File: config.mk
export PLATFORM = sky130hd
export DESIGN_NAME = c420_fifo
export DESIGN_NICKNAME = d
export VERILOG_FILES = /design/src/design/c420_pkg.sv /design/src/design/c420_fifo.sv
export VERILOG_INCLUDE_DIRS = /design/src /design/src/design
export SDC_FILE = /design/constraint.sdc
export NUM_CORES = 1
export LEC_CHECK = 0
export CORE_MARGIN = 5
export CORE_UTILIZATION = 40
export DETAILED_ROUTE_END_ITERATION = 7
export DONT_BUFFER_PORTS = 1
export GPL_TIMING_DRIVEN = 1
export PLACE_DENSITY_LB_ADDON = 0.12
export SETUP_SLACK_MARGIN = 0.15
export SLEW_MARGIN = 20
export SYNTH_ARGS = -nofsm -noshare
export SYNTH_HDL_FRONTEND = slang
export SYNTH_SLANG_ARGS = --single-unit
File: constraint.sdc
create_clock -name clk_i -period 2.77 [get_ports clk_i]
set_input_delay 0.4155 -clock clk_i [delete_from_list [all_inputs] [get_ports clk_i]]
set_output_delay 0.4155 -clock clk_i [all_outputs]
set_load 0.01 [all_outputs]
File: src/design/chroma_420_subsampler_unit_macros.svh
// Assertion macros shared by the chroma subsampler RTL.
// Uses the clk_i and rst_ni names of the module that includes it.
`ifndef CHROMA_420_SUBSAMPLER_UNIT_MACROS_SVH
`define CHROMA_420_SUBSAMPLER_UNIT_MACROS_SVH

// Checked on every rising clock edge outside reset.
`define C420_ASSERT(lbl, prop, msg) \
  lbl: assert property (@(posedge clk_i) disable iff (!rst_ni) (prop)) else $error(msg);

// Checked on every rising clock edge, reset included.
`define C420_ASSERT_ALWAYS(lbl, prop, msg) \
  lbl: assert property (@(posedge clk_i) (prop)) else $error(msg);

`endif

File: src/design/c420_pkg.sv
// Package of the 4:2:0 chroma subsampler: sizes, register indexes,
// the command that passes from front to back, and the frame size clamp.
`default_nettype none

package c420_pkg;

  localparam int MAX_WIDTH    = 2048;
  localparam int HEIGHT_LIMIT = 2048;
  localparam int STORE_DEPTH  = MAX_WIDTH / 2;

  localparam int CFG_W   = 12;
  localparam int IDX_W   = 2;
  localparam int SIZE_W  = $clog2((MAX_WIDTH > HEIGHT_LIMIT ? MAX_WIDTH : HEIGHT_LIMIT) + 1);
  localparam int COL_W   = $clog2(MAX_WIDTH);
  localparam int ROW_W   = $clog2(HEIGHT_LIMIT);
  localparam int SLOT_W  = $clog2(STORE_DEPTH);
  localparam int PIX_W   = 8;
  localparam int PART_W  = PIX_W + 1;
  localparam int ENTRY_W = 2 * PART_W;
  localparam int SUM_W   = PIX_W + 3;
  localparam int AVG_W   = 10;
  localparam int POS_W   = 10;

  localparam logic [AVG_W-1:0] AVG_MAX = AVG_W'(1020);

  localparam int FIFO_DEPTH = 4;
  localparam int FIFO_PTR_W = $clog2(FIFO_DEPTH);
  localparam int FIFO_CNT_W = $clog2(FIFO_DEPTH + 1);

  localparam logic             MODE_RESET   = 1'b1;
  localparam logic [CFG_W-1:0] WIDTH_RESET  = CFG_W'(1920);
  localparam logic [CFG_W-1:0] HEIGHT_RESET = CFG_W'(1080);

  localparam logic [SIZE_W-1:0] WIDTH_LIMIT  = SIZE_W'(MAX_WIDTH);
  localparam logic [SIZE_W-1:0] HEIGHT_LIM_S = SIZE_W'(HEIGHT_LIMIT);

  typedef enum logic [IDX_W-1:0] {
    CFG_CHROMA_MODE  = 2'd0,
    CFG_FRAME_WIDTH  = 2'd1,
    CFG_FRAME_HEIGHT = 2'd2
  } cfg_index_e;

  typedef struct packed {
    logic             we;
    logic [IDX_W-1:0] index;
    logic [CFG_W-1:0] data;
  } cfg_wr_t;

  typedef struct packed {
    logic               mode;
    logic [PIX_W-1:0]   u;
    logic [PIX_W-1:0]   v;
    logic [PIX_W-1:0]   pend_u;
    logic [PIX_W-1:0]   pend_v;
    logic [ENTRY_W-1:0] stored;
    logic [POS_W-1:0]   crow;
    logic [POS_W-1:0]   ccol;
    logic               last;
  } cmd_t;

  function automatic logic [SIZE_W-1:0] used_size(input logic [CFG_W-1:0]  val,
                                                  input logic [SIZE_W-1:0] limit);
    logic [SIZE_W-1:0] s;
    s = (SIZE_W'(val) > limit) ? limit : SIZE_W'(val);
    s[0] = 1'b0;
    if (s < SIZE_W'(2)) s = SIZE_W'(2);
    return s;
  endfunction

endpackage

`default_nettype wire

File: src/design/c420_fifo.sv
// Short command queue between the front and the back of the subsampler.
// Depends on c420_pkg for the command type and the depth.
`default_nettype none
`include "chroma_420_subsampler_unit_macros.svh"

module c420_fifo (
  input  wire logic                          clk_i,
  input  wire logic                          rst_ni,
  input  wire logic                          push_i,
  input  wire c420_pkg::cmd_t                data_i,
  input  wire logic                          pop_i,
  output c420_pkg::cmd_t                     data_o,
  output logic                               empty_o,
  output logic [c420_pkg::FIFO_CNT_W-1:0]    count_o
);
  import c420_pkg::*;

  cmd_t                  mem_q [FIFO_DEPTH];
  logic [FIFO_PTR_W-1:0] wptr_q, wptr_d;
  logic [FIFO_PTR_W-1:0] rptr_q, rptr_d;
  logic [FIFO_CNT_W-1:0] cnt_q, cnt_d;
  logic                  do_pop;

  assign do_pop  = pop_i && (cnt_q != '0);
  assign empty_o = (cnt_q == '0);
  assign data_o  = mem_q[rptr_q];
  assign count_o = cnt_q;

  always_comb begin
    wptr_d = wptr_q;
    rptr_d = rptr_q;
    cnt_d  = cnt_q;
    if (push_i) begin
      wptr_d = (wptr_q == FIFO_PTR_W'(FIFO_DEPTH - 1)) ? '0 : wptr_q + 1'b1;
    end
    if (do_pop) begin
      rptr_d = (rptr_q == FIFO_PTR_W'(FIFO_DEPTH - 1)) ? '0 : rptr_q + 1'b1;
    end
    cnt_d = cnt_q + FIFO_CNT_W'(push_i) - FIFO_CNT_W'(do_pop);
  end

  always_ff @(posedge clk_i or negedge rst_ni) begin
    if (!rst_ni) begin
      wptr_q <= '0;
      rptr_q <= '0;
      cnt_q  <= '0;
    end else begin
      wptr_q <= wptr_d;
      rptr_q <= rptr_d;
      cnt_q  <= cnt_d;
    end
  end

  always_ff @(posedge clk_i) begin
    if (push_i) begin
      mem_q[wptr_q] <= data_i;
    end
  end

  `C420_ASSERT(a_fifo_no_overflow, push_i |-> (cnt_q < FIFO_CNT_W'(FIFO_DEPTH)), "queue overflow")
  `C420_ASSERT(a_fifo_cnt_range, cnt_q <= FIFO_CNT_W'(FIFO_DEPTH), "queue count out of range")

endmodule

`default_nettype wire

==> qor.txt <==
GRT Util Overall = 13.1%
status = finished, final reports clean
Post-DRT Antenna Nets = 0
Die H = 174 um
Area after DPL = 0.0113 mm2
hold_ws = 178 ps
area of the die = 0.0304 mm2
Yosys top cell area share = 80.0%
DRT Pass-1 Iters = 6
largest area contributor in the netlist = edfxtp_1
Startpoint Class = flop
fin nets = 604
sequential area share after synthesis = 81.6%
Slew @ Worst Pin = 638 ps
IO Count = 152
area grow syn2layout = 20.5%
Via density = 5.16
global-route wire length before repair = 30800 um
pre-CTS setup slack = 369 ps
DIE WIDTH = 174 um
peak supply drop = 733 uV
clk slew on worst S/H paths = 60 ps
post-synthesis simple-gate area fraction = 0.428%
EDFF count, synth = 288
period utilization = 89.8%
H-Tree Depth = 1
Max stage delay on crit path = 840 ps
number of global-route vias before repair = 5075
Yosys warnings = 0
Worst-Skew Late Latency = 550 ps
clk root buf = clkbuf_16
Layout Skew = 24.6 ps
CP arrival = 2070 ps
PnR worst setup slack = 281 ps
synth top area cells = edfxtp_1 80%, mux4_2 15%, dfrtp_1 1.6%
RSZ-0062 raised after global routing = false
endpoints failing setup = 0
setup TNS = 0 ps
Synth Flop Type = edfxtp_1
async set or reset register ratio after synthesis = 2.37%
CTS tree = built
Worst Setup End Kind = output port
max-capacitance violation count = 0
Initial DRC Count = 211
largest family of logic cells by synthesized area = multiplexers
xor-xnor portion of the synthesized cell area = 0.162%
most frequent cells after synthesis = 288 x edfxtp_1, 72 x mux4_2, 8 x buf_2
Max Freq = 0.402 GHz
layout cells sized above 1 = 26.0%
HPWL after DPL = 11900 um
GP Congestion = 0.696
Routed WL = 19900 um
initial antenna violation count = 1
crit path cell chain = buf_12, mux4_2
Post-route DRC = 0
CTS buffer count = 31
# port buffers = 0
FILL cells = 2117
clock sink total = 295
worst-case clock buffer depth = 3
Worst Path Max Fanout = 37
Pleak = 0.00419 uW
max-slew violations = 0
Hold Vio Cnt, Final = 0
Power Density = 1010 mW/mm2
cells after synthesis = 413
Synth cell types = 18
final instance area = 0.0130 mm2
starting density of the core = 40.3%
Worst Path Class, Setup = reg -> out
Core Footprint = 0.0268 mm2
Mapped Nets = 497
post-synthesis adder-cell area fraction = 0.995%
most common cell in the netlist = edfxtp_1
largest net degree at the start of global routing = 40
Yosys reg bits = 295
Slew HR = 57.4%
slowest CP cell = dfrtp_4
Synth Area in Compound Gates = 0.162%
Mapped Avg Cell Area = 26.2 um2
via count = 4564
post-DR wirelength/cell = 22.5 um
mux cell area share after synthesis = 15.2%
min cycle time layout = 2490 ps
GR Overflow Total = 0
number of cell rows = 60
worst min-delay path category = in -> reg
Required @ worst endpoint = 2350 ps
mapped cell area = 0.0108 mm2
-- report_power, final --
part | switching [uW] | total (uW) | internal (uW) | leakage, uW
logic | 1810 | 3280 | 1470 | 0.00101
clock network | 1540 | 3770 | 2220 | 0.000460
registers | 334 | 6060 | 5730 | 0.00273
-- worst max-delay path: cells and delay by family (launching register included) --
family	cells	cell delay (ps)
buffers and inverters	1	280
DFF	1	840
muxes	1	400
-- worst paths after layout --
| path | start | end | slack [ps] | depth (start not counted) |
|---|---|---|---|---|
| worst max register to register | count_o[1] | count_o[2] | 360 | 9 |
| worst min-delay path | push_i | wptr_q[0] | 180 | 2 |
| min in group asynchronous | rst_ni | count_o[0] | 230 | 1 |
| max in group asynchronous | rst_ni | rptr_q[0] | 2190 | 1 |
| worst min register to register | wptr_q[0] | wptr_q[0] | 640 | 2 |
| worst max-delay path | rptr_q[1] | data_o[56] | 280 | 2 |
-- sequential cells by signal, summed over array words and instances (netlist names) --
| signal | cells |
|---|---|
| mem_q | 288 |
| count_o | 3 |
| rptr_q | 2 |
| wptr_q | 2 |
-- layer usage --
metal | wire (um) | up-vias | global-route usage, %
met5 | 0 | - | 0
met1 | 7830 | 2408 | 16.1
met4 | 432 | 0 | 3.70
met2 | 10100 | 127 | 22.2
met3 | 1530 | 41 | 4.28
li1 | - | 1988 | -
-- layout by cell type (no fill, tap or decap), drive strengths merged, types with 4 or more instances in the layout --
cell type      n
edfxtp       288
mux4          72
ha             7
dlygate4sd3   74
inv            7
buf           16
clkbuf        44
and2           4
dfrtp          7
clkinv         9
-- metrics by stage --
stage | utilization (%) | total power (uW) | std cells
5_1_grt | 48.6 | 13800 | 885
3_3_place_gp | 42.2 | 9370 | 751
6_report | 48.6 | 13100 | 885
2_1_floorplan | - | 8520 | 413
4_1_cts | 48.6 | 13400 | 884
3_5_place_dp | 42.2 | 9430 | 751
-- repair_timing --
action                                 CTS  global route
gates resized for setup                  0             0
buffers inserted                         3             0
setup endpoints to repair               58             0
hold buffers                            74             0
endpoints found under the hold margin  298             0
-- cell families (layout without fill, tap and decap cells) --
family | after synthesis | after routing
other cells | 0 | 1
buf+inv | 23 | 153
compound gates | 3 | 3
fa+ha+maj | 8 | 8
xor+xnor | 2 | 2
mux | 74 | 74
flops | 295 | 295
simple gates | 8 | 8
-- layout make-up --
type	count	area, um2	share of cell area (%)
sequential	295	8830	67.8
antenna	1	2.50	0.0192
tap	341	427	3.28
timing repair buffer	90	948	7.28
inverter	7	26.3	0.202
clock inverter	12	87.6	0.673
clock buffer	44	855	6.56
multi-input combinational	95	1840	14.2
Note: power is estimated with default switching activity, not from simulation.
