<file path="config.mk">
export PLATFORM = sky130hd
export DESIGN_NAME = c420_back
export DESIGN_NICKNAME = d
export VERILOG_FILES = /design/src/design/c420_pkg.sv /design/src/design/c420_back.sv
export VERILOG_INCLUDE_DIRS = /design/src /design/src/design
export SDC_FILE = /design/constraint.sdc
export NUM_CORES = 1
export LEC_CHECK = 0
export BUFFER_PORTS_ARGS = -buffer_cell sky130_fd_sc_hd__buf_2
export CAP_MARGIN = 5
export CORE_ASPECT_RATIO = 1.4
export CORE_MARGIN = 2
export CORE_UTILIZATION = 25
export DETAILED_ROUTE_END_ITERATION = 8
export PLACE_DENSITY_LB_ADDON = 0.12
export SLEW_MARGIN = 25
export SYNTH_ARGS = -nofsm -noshare
export SYNTH_HDL_FRONTEND = slang
export SYNTH_SLANG_ARGS = --single-unit
</file>
<file path="constraint.sdc">
create_clock -name clk_i -period 4 [get_ports clk_i]
set_clock_uncertainty 0.15 [all_clocks]
set_input_delay 1 -clock clk_i [delete_from_list [all_inputs] [get_ports clk_i]]
set_output_delay 1 -clock clk_i [all_outputs]
set_load 0.1 [all_outputs]
</file>
<file path="src/design/chroma_420_subsampler_unit_macros.svh">
// Assertion macros shared by the chroma subsampler RTL.
// Uses the clk_i and rst_ni names of the module that includes it.
`ifndef CHROMA_420_SUBSAMPLER_UNIT_MACROS_SVH
`define CHROMA_420_SUBSAMPLER_UNIT_MACROS_SVH

// Checked on every rising clock edge outside reset.
`define C420_ASSERT(lbl, prop, msg) \
  lbl: assert property (@(posedge clk_i) disable iff (!rst_ni) (prop)) else $error(msg);

// Checked on every rising clock edge, reset included.
`define C420_ASSERT_ALWAYS(lbl, prop, msg) \
  lbl: assert property (@(posedge clk_i) (prop)) else $error(msg);

`endif

</file>
<file path="src/design/c420_pkg.sv">
// Package of the 4:2:0 chroma subsampler: sizes, register indexes,
// the command that passes from front to back, and the frame size clamp.
`default_nettype none

package c420_pkg;

  localparam int MAX_WIDTH    = 2048;
  localparam int HEIGHT_LIMIT = 2048;
  localparam int STORE_DEPTH  = MAX_WIDTH / 2;

  localparam int CFG_W   = 12;
  localparam int IDX_W   = 2;
  localparam int SIZE_W  = $clog2((MAX_WIDTH > HEIGHT_LIMIT ? MAX_WIDTH : HEIGHT_LIMIT) + 1);
  localparam int COL_W   = $clog2(MAX_WIDTH);
  localparam int ROW_W   = $clog2(HEIGHT_LIMIT);
  localparam int SLOT_W  = $clog2(STORE_DEPTH);
  localparam int PIX_W   = 8;
  localparam int PART_W  = PIX_W + 1;
  localparam int ENTRY_W = 2 * PART_W;
  localparam int SUM_W   = PIX_W + 3;
  localparam int AVG_W   = 10;
  localparam int POS_W   = 10;

  localparam logic [AVG_W-1:0] AVG_MAX = AVG_W'(1020);

  localparam int FIFO_DEPTH = 4;
  localparam int FIFO_PTR_W = $clog2(FIFO_DEPTH);
  localparam int FIFO_CNT_W = $clog2(FIFO_DEPTH + 1);

  localparam logic             MODE_RESET   = 1'b1;
  localparam logic [CFG_W-1:0] WIDTH_RESET  = CFG_W'(1920);
  localparam logic [CFG_W-1:0] HEIGHT_RESET = CFG_W'(1080);

  localparam logic [SIZE_W-1:0] WIDTH_LIMIT  = SIZE_W'(MAX_WIDTH);
  localparam logic [SIZE_W-1:0] HEIGHT_LIM_S = SIZE_W'(HEIGHT_LIMIT);

  typedef enum logic [IDX_W-1:0] {
    CFG_CHROMA_MODE  = 2'd0,
    CFG_FRAME_WIDTH  = 2'd1,
    CFG_FRAME_HEIGHT = 2'd2
  } cfg_index_e;

  typedef struct packed {
    logic             we;
    logic [IDX_W-1:0] index;
    logic [CFG_W-1:0] data;
  } cfg_wr_t;

  typedef struct packed {
    logic               mode;
    logic [PIX_W-1:0]   u;
    logic [PIX_W-1:0]   v;
    logic [PIX_W-1:0]   pend_u;
    logic [PIX_W-1:0]   pend_v;
    logic [ENTRY_W-1:0] stored;
    logic [POS_W-1:0]   crow;
    logic [POS_W-1:0]   ccol;
    logic               last;
  } cmd_t;

  function automatic logic [SIZE_W-1:0] used_size(input logic [CFG_W-1:0]  val,
                                                  input logic [SIZE_W-1:0] limit);
    logic [SIZE_W-1:0] s;
    s = (SIZE_W'(val) > limit) ? limit : SIZE_W'(val);
    s[0] = 1'b0;
    if (s < SIZE_W'(2)) s = SIZE_W'(2);
    return s;
  endfunction

endpackage

`default_nettype wire

</file>
<file path="src/design/c420_back.sv">
// Back of the subsampler: forms the averaged chroma sample from a queued
// command and holds it in the output register. Depends on c420_pkg.
`default_nettype none
`include "chroma_420_subsampler_unit_macros.svh"

module c420_back (
  input  wire logic                        clk_i,
  input  wire logic                        rst_ni,
  input  wire c420_pkg::cmd_t              cmd_i,
  input  wire logic                        cmd_empty_i,
  output logic                             cmd_pop_o,
  input  wire logic                        pop_i,
  output logic                             empty_o,
  output logic [c420_pkg::AVG_W-1:0]       u_average_o,
  output logic [c420_pkg::AVG_W-1:0]       v_average_o,
  output logic [c420_pkg::POS_W-1:0]       chroma_row_o,
  output logic [c420_pkg::POS_W-1:0]       chroma_col_o,
  output logic                             frame_end_o
);
  import c420_pkg::*;

  logic             out_valid_q;
  logic [AVG_W-1:0] u_avg_q, v_avg_q, u_avg_d, v_avg_d;
  logic [POS_W-1:0] crow_q, ccol_q;
  logic             last_q;
  logic [SUM_W-1:0] sum_u, sum_v;
  logic [PART_W-1:0] st_u, st_v;
  logic             take;

  always_comb begin
    st_u = cmd_i.stored[PART_W-1:0];
    st_v = cmd_i.stored[ENTRY_W-1:PART_W];
    if (cmd_i.mode) begin
      sum_u = SUM_W'(st_u) + SUM_W'(cmd_i.pend_u) + SUM_W'(cmd_i.u);
      sum_v = SUM_W'(st_v) + SUM_W'(cmd_i.pend_v) + SUM_W'(cmd_i.v);
    end else begin
      sum_u = (SUM_W'(st_u) + SUM_W'(cmd_i.u)) << 1;
      sum_v = (SUM_W'(st_v) + SUM_W'(cmd_i.v)) << 1;
    end
    u_avg_d = (sum_u > SUM_W'(AVG_MAX)) ? AVG_MAX : AVG_W'(sum_u);
    v_avg_d = (sum_v > SUM_W'(AVG_MAX)) ? AVG_MAX : AVG_W'(sum_v);
  end

  assign take      = !cmd_empty_i && (!out_valid_q || pop_i);
  assign cmd_pop_o = take;
  assign empty_o   = !out_valid_q;

  always_ff @(posedge clk_i or negedge rst_ni) begin
    if (!rst_ni) begin
      out_valid_q <= 1'b0;
    end else if (take) begin
      out_valid_q <= 1'b1;
    end else if (pop_i) begin
      out_valid_q <= 1'b0;
    end
  end

  always_ff @(posedge clk_i) begin
    if (take) begin
      u_avg_q <= u_avg_d;
      v_avg_q <= v_avg_d;
      crow_q  <= cmd_i.crow;
      ccol_q  <= cmd_i.ccol;
      last_q  <= cmd_i.last;
    end
  end

  assign u_average_o  = u_avg_q;
  assign v_average_o  = v_avg_q;
  assign chroma_row_o = crow_q;
  assign chroma_col_o = ccol_q;
  assign frame_end_o  = last_q;

  `C420_ASSERT(a_take_fills_output, take |=> out_valid_q, "taken command not presented")

endmodule

`default_nettype wire
</file>
==> impl_summary.log, run 1 <==
[metrics] switching part of the total: 40.6%
[metrics] Post-layout nets: 568
[metrics] clock group share of total power: a little over a fifth
[metrics] worst skew pair latency: 0.28 ns
[metrics] synthesized net count: 440
[metrics] run status: finished clean
[metrics] worst-path fanout max: 2
[metrics] worst slack on hold paths: 0.336 ns
[metrics] die height: about 140 um
[metrics] length of routed met2 wiring: 3970 um
[metrics] Power Density: between 400 and 500 nW/um2
[metrics] final critical delay including setup and external delays: 3.80 ns
[metrics] routed wire length per instance: roughly 13 um
[metrics] RSZ-0062 raised after global routing: false
[metrics] combined area of all synthesized cells: approximately 3400 um2
[metrics] Clock Pin Slew Worst Setup and Hold Paths: 0.05 ns
[metrics] Rows: 50
[metrics] startpoint type of the worst setup path: input pin
[metrics] Setup Viol. Count Final: 0
[metrics] Post-synth ARST share: roughly 2.4%
[metrics] floorplan die width: 102 um
[metrics] violation count after the first detailed-routing iteration: 94
[metrics] register bit total from synthesis: between 40 and 50
[metrics] Total Routed Length: about 8400 um
[metrics] top routing layer in use: met4
[metrics] top achievable clock speed: approximately 260 MHz
[metrics] master of the slowest instance on the critical path: fa_1
[metrics] Gate power share: a little under half
[metrics] synth unique cells: 55
[metrics] Post-Syn Area per Cell: about 11 um2
[metrics] vias in the first global route: around 2800
[metrics] first-pass GRT wire length: roughly 13000 um
[metrics] Leak: between 2 and 2.5 nW
[metrics] Worst EP arrival: 3.67 ns
[metrics] routed via count: ~2800
[metrics] I/O pin count: roughly 120
[metrics] Slew Limit Fails: 0
[metrics] final core area utilization: 33.1%
[metrics] floorplan die area: around 14000 um2
[metrics] post-CTS repair timing setup buffer count: 0
[metrics] H-tree Lvls: 2
[metrics] worst vdd rail ir drop: ~220 uV
[metrics] Top FF cell, synth: edfxtp_1
[metrics] maximum clock insertion buffer count: 2
[metrics] Worst EP required: approximately 3.9 ns
[metrics] Total Neg Setup Slack: 0 ns
[metrics] met3 wirelength from detailed routing: roughly 440 um
[metrics] hold buffers post-CTS: 0
[metrics] internal power: 1.06 mW
[metrics] startpoint-to-endpoint class of the critical path: in -> reg
[metrics] sink count of the clock tree: 42
[metrics] list of cells traversed by the critical path: buf_2, inv_1, fa_1, inv_1, ha_1, fa_1, a211oi_2, o21bai_1, o21ba_2, nor2_1, o32ai_1, nor4_2, a21oi_1
[metrics] largest net degree at the start of global routing: 42
[metrics] total routed wire length on the met1 layer: approximately 3800 um
[metrics] count of TritonRoute iterations in the first routing pass: 4
[metrics] Starting Density: 25.4%
[metrics] worst hold path type: in -> async
[metrics] pin slew with the least headroom to its limit: a little under 0.7 ns
[metrics] antenna-violating nets left: 0
[metrics] delay contributed by the slowest stage of the critical path: about 0.54 ns
[metrics] CTS buffer count: 5
[metrics] TritonCTS clock tree: built
[metrics] max cap viols: 0
[metrics] Switch Pwr: ~720 uW
[metrics] share of cells above drive strength 1: about 34%
[metrics] number of instances in the synthesized netlist: between 300 and 400
[metrics] global router's overall resource usage: ~12%
[metrics] Max-slew headroom: 55.0%
[metrics] total number of yosys warnings: 0
[metrics] register-to-register setup slack: 2.38 ns
[metrics] final hold violation count: 0
[metrics] area inside the core boundary: around 13000 um2
[metrics] Placer Congestion: roughly 0.79
[metrics] GRT overflow: 0
[metrics] initial antenna violation count: 0
[metrics] share of the yosys chip area belonging to registers: between 30% and 40%
[metrics] Buf+Inv Stages, Crit Path: 3
[metrics] Tcrit/Tclk final: a little over nine tenths
[metrics] dominant delay contributor by cell family on the critical path: adder cells
[metrics] Post-synth EDFFs: just over 40
[metrics] DRC: 0
[metrics] n_diodes: 0
[metrics] clock root buffer master: clkbuf_16
[metrics] sequential cell fraction of total power: 30.7%
[metrics] IO buf count: ~120
[metrics] via count normalized by instance count: between 4 and 5
[metrics] quantity of gates resized following cts: 0
[metrics] Area growth, synth to finish: 30.5%
[metrics] CP Capture Type: flop
[metrics] HPWL after detailed placement: 7130 um
## metrics by stage
stage / area, um2 / setup WS [ns] / instances / total power [mW]
after floorplan: 3400 / 0.160 / 312 / 1.20
after global placement: 4260 / -0.0424 / 615 / 1.40
after detailed placement: 4260 / -0.131 / 615 / 1.40
after CTS: 4410 / 0.157 / 623 / 1.80
after global routing: 4420 / 0.00607 / 623 / 1.89
final: 4420 / 0.195 / 623 / 1.78
## placed cells by master, fill, tap and decap left out, drive strengths merged, types with 3 or more instances in the layout
master	Yosys	routed
and3	4	4
nand2	29	29
clkbuf	2	8
buf	4	127
a211oi	3	3
nand3	5	5
a21oi	23	23
inv	21	21
fa	20	20
ha	32	32
o211ai	3	3
o21a	3	3
or3	3	3
o21ai	13	13
a21o	12	12
nor3	3	3
xor2	4	4
mux2i	4	4
a31oi	6	6
nand4	5	5
nand2b	10	10
nor2	15	15
mux2	5	5
nor4	6	6
xnor2	7	7
edfxtp	41	41
## metal layers
| metal | vias to the layer above | GRT usage (%) |
|---|---|---|
| met5 | - | 0 |
| met4 | 0 | 3.58 |
| met3 | 7 | 1.92 |
| met2 | 93 | 19.7 |
| met1 | 1264 | 14.7 |
| li1 | 1423 | - |
## power groups by stage
stage                     combinational (mW)  sequential [mW]  clock [mW]
after floorplan                        0.390            0.813           0
after global placement                 0.846            0.555           0
after detailed placement               0.843            0.556           0
after CTS                              0.846            0.547       0.408
after global routing                   0.922            0.551       0.421
final                                  0.841            0.546       0.392
## sequential cells by signal, indices dropped and copies added (netlist names)
signal        cells
chroma_col_o     10
chroma_row_o     10
u_average_o      10
v_average_o      10
frame_end_o       1
out_valid_q       1
## synth_stat cells, types with 4 or more instances
master,n,area (um2)
xor2_1,4,35.0
edfxtp_1,41,1230
ha_1,32,400
o21ai_0,11,55.1
nand3_1,5,25.0
mux2i_1,4,40.0
nand2_1,29,109
a21oi_1,22,110
fa_1,20,400
inv_1,21,78.8
a31oi_1,6,37.5
xnor2_1,7,61.3
nor4_1,6,37.5
nand4_1,5,31.3
nand2b_1,10,62.6
and3_1,4,25.0
a21o_1,12,90.1
nor2_1,15,56.3
mux2_2,5,56.3
## worst reg2reg max path: stages, from the launching register on
cell and delay (ns):
dfrtp_1 0.40, a21oi_4 0.22, buf_4 0.48
## cells by family (layout without fill, tap and decap cells)
kind of cell	count (synthesis)	count (layout)	share of synthesized area, %
multiplexers	9	9	2.85
buffers and inverters	27	156	3.33
XOR/XNOR	11	11	2.85
flip-flops	42	42	37.1
AND/OR/NAND/NOR	89	89	13.2
AO/OA/AOI/OAI	82	82	17.0
adder cells (fa/ha/maj)	52	52	23.7
## cell type report
type | instances | area, um2
Clock buffer | 8 | 146
Sequential cell | 42 | 1260
Inverter | 21 | 78.8
Fill cell | 1384 | 8910
Timing Repair Buffer | 127 | 673
Tap cell | 182 | 228
Multi-Input combinational cell | 243 | 2030
## final timing paths
path | from | end | cells after the start
worst max-delay path | cmd_i[22] | u_average_o[1]$_SDFFCE_PN0P_ | 13
worst min register to register | out_valid_q$_DFFE_PN0P_ | out_valid_q$_DFFE_PN0P_ | 2
worst max register to register | out_valid_q$_DFFE_PN0P_ | u_average_o[2]$_SDFFCE_PN1P_ | 2
worst min-delay path | rst_ni | out_valid_q$_DFFE_PN0P_ | 1
min in group clk_i | out_valid_q$_DFFE_PN0P_ | out_valid_q$_DFFE_PN0P_ | 2
max in group asynchronous | rst_ni | out_valid_q$_DFFE_PN0P_ | 1
Note: power is estimated with default switching activity, not from simulation.
==> inputs of run 2 (changes only) <==
--- a/config.mk
+++ b/config.mk
@@ -6,6 +6,7 @@
 export SDC_FILE = /design/constraint.sdc
 export NUM_CORES = 1
 export LEC_CHECK = 0
+export ABC_AREA = 1
 export BUFFER_PORTS_ARGS = -buffer_cell sky130_fd_sc_hd__buf_2
 export CAP_MARGIN = 5
 export CORE_ASPECT_RATIO = 1.4
==> run 2 against run 1 <==
Effect of this change: cell area grew 5.8%; first-iteration DRC count up 65%; fmax up 11%; count of clock-buffer cells in the layout fell by 3; highest routed layer unchanged.
==> impl_summary.log, run 2 <==
[metrics] Post-layout nets: 723
[metrics] Switch Pwr: 765 uW
[metrics] share of cells above drive strength 1: around a quarter
[metrics] via count normalized by instance count: ~4.2
[metrics] quantity of gates resized following cts: 0
[metrics] synth unique cells: 23
[metrics] proportion of synthesized area in mux cells: 0%
[metrics] IO buf count: between 100 and 150
[metrics] initial antenna violation count: 0
[metrics] Setup Viol. Count Final: 0
[metrics] share of the synthesized area in compound gates (AO/OA/AOI/OAI): 3.31%
[metrics] number of instances in the synthesized netlist: around 470
[metrics] Post-synth EDFFs: 41
[metrics] Leak: 2.50 nW
[metrics] register-to-register setup slack: around 2.4 ns
[metrics] Post-synth ARST share: 2.38%
[metrics] max cap viols: 0
[metrics] Rows: 52
[metrics] Worst EP arrival: roughly 3.3 ns
[metrics] most common cell in the netlist: nand2_1
[metrics] clock group share of total power: a little over a fifth
[metrics] most common cell after layout, fill and taps aside: nand2_1
[metrics] Area growth, synth to finish: 26.0%
[metrics] Total Neg Setup Slack: 0 ns
[metrics] Clock Pin Slew Worst Setup and Hold Paths: around 0.060 ns
[metrics] synthesized net count: between 500 and 600
[metrics] largest net degree at the start of global routing: 42
[metrics] die height: between 100 and 150 um
[metrics] dpl ws: between 0.2 and 0.3 ns
[metrics] CP startpoint: cmd_i[22]
[metrics] internal power: roughly 1 mW
[metrics] Gate power share: ~48%
[metrics] Post-Place Cells: roughly 780
[metrics] CP Capture Type: flop
[metrics] worst vdd rail ir drop: ~260 uV
[metrics] startpoint type of the worst setup path: input pin
[metrics] HPWL after detailed placement: just under 8000 um
[metrics] DRC: 0
[metrics] source of the worst register-to-register timing path: out_valid_q$_DFFE_PN0P_
[metrics] Tcrit/Tclk final: between 80% and 90%
[metrics] leading post-synthesis cells by cell area: edfxtp_1 (33%), nand2_1 (14%), fa_1 (11%), ha_1 (11%), nand3_1 (10%)
[metrics] endpoint of the worst register-to-register path: v_average_o[2]$_SDFFCE_PN1P_
[metrics] count of TritonRoute iterations in the first routing pass: 7
[metrics] Power Density: 378 nW/um2
[metrics] Worst EP required: 3.88 ns
[metrics] floorplan die area: 15800 um2
[metrics] Slew Limit Fails: 0
[metrics] antenna-violating nets left: 0
[metrics] sequential cell fraction of total power: between 30% and 40%
[metrics] TritonCTS clock tree: built
[metrics] top cell type by total area after synthesis: edfxtp_1
[metrics] Starting Density: between 20 and 30%
[metrics] first-pass GRT wire length: roughly 15000 um
[metrics] area inside the core boundary: approximately 15000 um2
[metrics] run status: finished clean
[metrics] hold buffers post-CTS: 0
[metrics] CTS buffer count: 5
[metrics] top achievable clock speed: 292 MHz
[metrics] Synth top cells by count: nand2_1 (141), inv_1 (89), nand3_1 (74), edfxtp_1 (41), ha_1 (32)
[metrics] overall power after layout: about 1.8 mW
[metrics] share of the yosys chip area belonging to registers: 33.9%
[metrics] pin slew with the least headroom to its limit: 0.638 ns
[metrics] Total Routed Length: 9140 um
[metrics] vias in the first global route: around 3200
[metrics] final critical delay including setup and external delays: approximately 3.4 ns
[metrics] XOR/XNOR Fraction of Synth Area: 0%
[metrics] RSZ-0062 raised after global routing: false
[metrics] final hold violation count: 0
[metrics] startpoint-to-endpoint class of the critical path: in -> reg
[metrics] combinational family with the most area after synthesis: simple AND/OR/NAND/NOR gates
[metrics] Top FF cell, synth: edfxtp_1
[metrics] H-tree Lvls: 2
[metrics] FILL cells: approximately 1600
[metrics] n_diodes: 0
[metrics] fraction of the mapped netlist area in simple logic gates: a little over 30%
[metrics] worst skew pair latency: around 0.28 ns
[metrics] final standard cell count with taps included and fillers excluded: between 700 and 800
[metrics] Post-Syn Area per Cell: around 8 um2
[metrics] Register-to-Register Path Depth: 4
[metrics] Placer Congestion: 0.812
[metrics] combined area of all synthesized cells: 3710 um2
[metrics] I/O pin count: approximately 120
[metrics] worst-path fanout max: 9
[metrics] Max-slew headroom: a little under three fifths
[metrics] violation count after the first detailed-routing iteration: 155
[metrics] maximum clock insertion buffer count: 2
[metrics] routed wire length per instance: about 12 um
[metrics] top library cells by usage in the layout, fill and taps aside: nand2_1 (141), buf_2 (118), inv_1 (89)
[metrics] worst slack on hold paths: 0.331 ns
[metrics] floorplan die width: about 110 um
[metrics] sink count of the clock tree: 42
[metrics] clock root buffer master: clkbuf_16
[metrics] global router's overall resource usage: between 10% and 20%
[metrics] area share of the largest cell type after synthesis: between 30% and 40%
[metrics] post-CTS repair timing setup buffer count: 0
[metrics] capturing instance or port of the critical path: u_average_o[1]$_SDFFCE_PN0P_
[metrics] final worst-path setup slack: between 0.5 and 0.6 ns
[metrics] total number of yosys warnings: 0
[metrics] register bit total from synthesis: between 40 and 50
[metrics] Synth Area in Adders: approximately 22%
[metrics] switching part of the total: between 40% and 50%
[metrics] routed via count: ~3300
[metrics] worst hold path type: in -> async
[metrics] GRT overflow: 0
[run 2: cell types whose count changed in the layout (fill, tap and decap cells not counted), sizes merged, moves of 6 or more]
cell,change
a21o,-12
a21oi,-9
a31oi,-6
buf,-7
inv,+73
nand2,+112
nand2b,-10
nand3,+72
nand3b,+6
nor2,+11
nor4,-6
o21ai,-7
xnor2,-7
[run 2: power groups by stage]
stage               registers, mW  logic [mW]  clock network, mW
finish                      0.540       0.842              0.383
detailed placement          0.550       0.851                  0
CTS                         0.540       0.853              0.398
floorplan                   0.793       0.415                  0
global route                0.543       0.942              0.413
global placement            0.549       0.851                  0
[run 2: logic make-up (layout without fill, tap and decap cells)]
group / Yosys count / in the layout
compound gates: 22 / 22
buf+inv: 97 / 222
fa+ha+maj: 52 / 52
flops: 42 / 42
simple gates: 258 / 258
[run 2: stage by stage]
step / cell area (um2) / util (%)
after floorplan: 3720 / -
after global routing: 4670 / 32.2
after CTS: 4670 / 32.2
after global placement: 4530 / 31.2
final: 4670 / 32.2
after detailed placement: 4530 / 31.2
[run 2: per-layer routing]
metal / global-route usage (%) / routed length (um) / vias up
met5: 0 / 0 / -
met1: 14.6 / 3920 / 1451
li1: - / - / 1758
met2: 21.0 / 4470 / 108
met4: 3.12 / 104 / 0
met3: 1.71 / 643 / 7
[run 2: how the worst min path moves through the flow]
| stage | end | cells after the start | startpoint |
|---|---|---|---|
| floorplan | out_valid_q$_DFFE_PN0P_ | 0 | rst_ni |
| global placement | out_valid_q$_DFFE_PN0P_ | 2 | out_valid_q$_DFFE_PN0P_ |
| detailed placement | out_valid_q$_DFFE_PN0P_ | 2 | out_valid_q$_DFFE_PN0P_ |
| CTS | out_valid_q$_DFFE_PN0P_ | 1 | rst_ni |
| global route | out_valid_q$_DFFE_PN0P_ | 1 | rst_ni |
| finish | out_valid_q$_DFFE_PN0P_ | 1 | rst_ni |
[run 2: final cells by class]
| cell class | instances | area (um2) | area share, % |
|---|---|---|---|
| Sequential cell | 42 | 1260 | 26.9 |
| Tap cell | 189 | 236 | 5.06 |
| Timing Repair Buffer | 120 | 606 | 13.0 |
| Multi-Input combinational cell | 332 | 2080 | 44.5 |
| Clock buffer | 5 | 125 | 2.68 |
| Clock inverter | 3 | 16.3 | 0.348 |
| Inverter | 94 | 353 | 7.55 |
[run 2: worst max-delay path: stages]
cell,delay (ns)
buf_2,0.09
inv_1,0.08
fa_1,0.54
inv_1,0.04
ha_1,0.24
fa_1,0.44
nand2_1,0.09
inv_1,0.04
o21ai_1,0.10
nand2_1,0.07
nor2_1,0.10
nand3_1,0.10
nor2_2,0.13
nand3_4,0.13
nand2_1,0.08
nor2_1,0.05
==> inputs of run 3 (changes only) <==
==> constraint.sdc (replaced) <==
create_clock -name clk_i -period 4 [get_ports clk_i]
set_clock_uncertainty 0.15 [all_clocks]
set_input_delay 0 -clock clk_i [delete_from_list [all_inputs] [get_ports clk_i]]
set_output_delay 0 -clock clk_i [all_outputs]
set_load 0.1 [all_outputs]
==> run 3 against run 2 <==
Effect of this change: sequential power hardly changed; sequential cell count did not move; clock power increased by 15%; global-route usage rose by 0.30 points; wire length up 3.4%; count of clock-buffer cells in the layout unchanged; first-iteration DRC count down 43%; setup slack improved by 0.98 ns; via count increased by 3.0%; die area unchanged; register-to-register slack lost 0.22 ns; largest cell class unchanged.
==> impl_summary.log, run 3 (same netlist as run 2, synthesis figures left out) <==
[metrics] Area growth, synth to finish: 33.4%
[metrics] Worst EP arrival: between 2 and 2.5 ns
[metrics] via count normalized by instance count: about 4.2
[metrics] first-pass GRT wire length: between 15000 and 20000 um
[metrics] TritonCTS clock tree: built
[metrics] delay contributed by the slowest stage of the critical path: between 0.5 and 0.6 ns
[metrics] global routing usage on met1: around 14%
[metrics] most used routing layer: met2
[metrics] DRC: 0
[metrics] Max-slew headroom: between 50% and 60%
[metrics] Rows: 52
[metrics] pin slew with the least headroom to its limit: between 0.7 and 0.8 ns
[metrics] HPWL after detailed placement: between 8000 and 9000 um
[metrics] post-CTS repair timing setup buffer count: 0
[metrics] FILL cells: 1516
[metrics] floorplan die area: between 15000 and 20000 um2
[metrics] CTS buffer count: 5
[metrics] run status: finished clean
[metrics] Slew Limit Fails: 0
[metrics] largest net degree at the start of global routing: 25
[metrics] Tcrit/Tclk final: 61.2%
[metrics] count of TritonRoute iterations in the first routing pass: 4
[metrics] RSZ-0062 raised after global routing: false
[metrics] max cap viols: 0
[metrics] Post-layout nets: about 750
[metrics] global router's overall resource usage: 12.0%
[metrics] final hold violation count: 0
[metrics] CP Capture Type: flop
[metrics] share of cells above drive strength 1: 22.9%
[metrics] list of cells traversed by the critical path: buf_2, inv_1, fa_1, inv_1, ha_1, inv_1, fa_1, nand2_1, a21boi_2, nand2_1, nor2_1, nand3_1, nor2_2, nand3_4, nand2_1, nor2_1
[metrics] clock root buffer master: clkbuf_16
[metrics] vias in the first global route: between 3000 and 4000
[metrics] final worst-path setup slack: roughly 1.6 ns
[metrics] Leak: approximately 2.6 nW
[metrics] Placer Congestion: 0.818
[metrics] worst hold path type: in -> reg
[metrics] violation count after the first detailed-routing iteration: about 90
[metrics] routed via count: approximately 3400
[metrics] Starting Density: 25.6%
[metrics] Buf+Inv Stages, Crit Path: 4
[metrics] global routing met2 resource utilization: a little over a fifth
[metrics] Power Density: between 300 and 400 nW/um2
[metrics] I/O pin count: around 120
[metrics] overall power after layout: ~1.8 mW
[metrics] initial antenna violation count: 0
[metrics] master of the slowest instance on the critical path: fa_1
[metrics] die height: around 150 um
[metrics] most common cell after layout, fill and taps aside: nand2_1
[metrics] Total Routed Length: ~9500 um
[metrics] worst-path fanout max: 9
[metrics] maximum clock insertion buffer count: 2
[metrics] area inside the core boundary: approximately 15000 um2
[metrics] top library cells by usage in the layout, fill and taps aside: nand2_1 (141), buf_2 (118), inv_1 (89)
[metrics] IO buf count: roughly 120
[metrics] H-tree Lvls: 2
[metrics] final critical delay including setup and external delays: 2.45 ns
[metrics] dpl ws: between 1 and 1.5 ns
[metrics] worst vdd rail ir drop: between 200 and 300 uV
[metrics] startpoint type of the worst setup path: input pin
[metrics] antenna-violating nets left: 0
[metrics] dominant delay contributor by cell family on the critical path: adder cells
[metrics] Total Neg Setup Slack: 0 ns
[metrics] n_diodes: 0
[metrics] global routing usage on met3: around 1.3%
[metrics] Worst EP required: 3.88 ns
[metrics] top achievable clock speed: between 400 and 500 MHz
[metrics] Clock Pin Slew Worst Setup and Hold Paths: ~0.05 ns
[metrics] worst skew pair latency: 0.28 ns
[metrics] routed wire length per instance: 11.7 um
[metrics] sink count of the clock tree: between 40 and 50
[metrics] Setup Viol. Count Final: 0
[metrics] hold buffers post-CTS: 26
[metrics] quantity of gates resized following cts: 0
[metrics] GRT overflow: 0
[metrics] floorplan die width: around 110 um
[metrics] startpoint-to-endpoint class of the critical path: in -> reg
## run 3: cell type report
| type | instances | area (um2) | area share [%] |
|---|---|---|---|
| timing repair buffer | 145 | 858 | 17.3 |
| clock inverter | 3 | 40.0 | 0.809 |
| multi-input combinational | 332 | 2080 | 42.0 |
| sequential | 42 | 1260 | 25.4 |
| inverter | 94 | 353 | 7.13 |
| clock buffer | 5 | 125 | 2.53 |
| tap | 189 | 236 | 4.78 |
## run 3: layer usage
metal	routed length (um)	vias to the layer above
met5	0	-
met4	192	0
met3	413	13
met2	4600	103
met1	4250	1500
li1	-	1807
## run 3: worst paths after layout
path / startpoint / endpoint / slack (ns) / depth (start not counted)
min reg2reg: out_valid_q$_DFFE_PN0P_ / chroma_col_o[6]$_DFFE_PP_ / 0.74 / 3
max in group asynchronous: rst_ni / out_valid_q$_DFFE_PN0P_ / 3.18 / 3
max reg2reg: out_valid_q$_DFFE_PN0P_ / v_average_o[1]$_SDFFCE_PN0P_ / 2.18 / 4
min: cmd_i[63] / u_average_o[1]$_SDFFCE_PN0P_ / 0.09 / 4
min in group asynchronous: rst_ni / out_valid_q$_DFFE_PN0P_ / 0.41 / 3
max: cmd_i[31] / v_average_o[1]$_SDFFCE_PN0P_ / 1.55 / 16
## run 3: worst reg2reg max path, delay by kind of cell (launching register included)
family	cells	cell delay [ns]
buffers and inverters	2	0.46
flip-flops	1	0.36
AND/OR/NAND/NOR	2	0.52
## run 3: metrics by stage
stage | utilization (%) | hold slack, ns | area [um2] | instances
floorplan | - | -0.446 | 3710 | 471
global placement | 31.2 | -0.375 | 4520 | 776
detailed placement | 31.2 | -0.374 | 4520 | 776
CTS | 34.1 | 0.0885 | 4950 | 810
global route | 34.1 | 0.134 | 4950 | 810
finish | 34.1 | 0.0884 | 4950 | 810
## run 3: power breakdown
part | switching, mW | internal [mW]
logic | 0.607 | 0.255
clock network | 0.148 | 0.291
registers | 0.00696 | 0.534
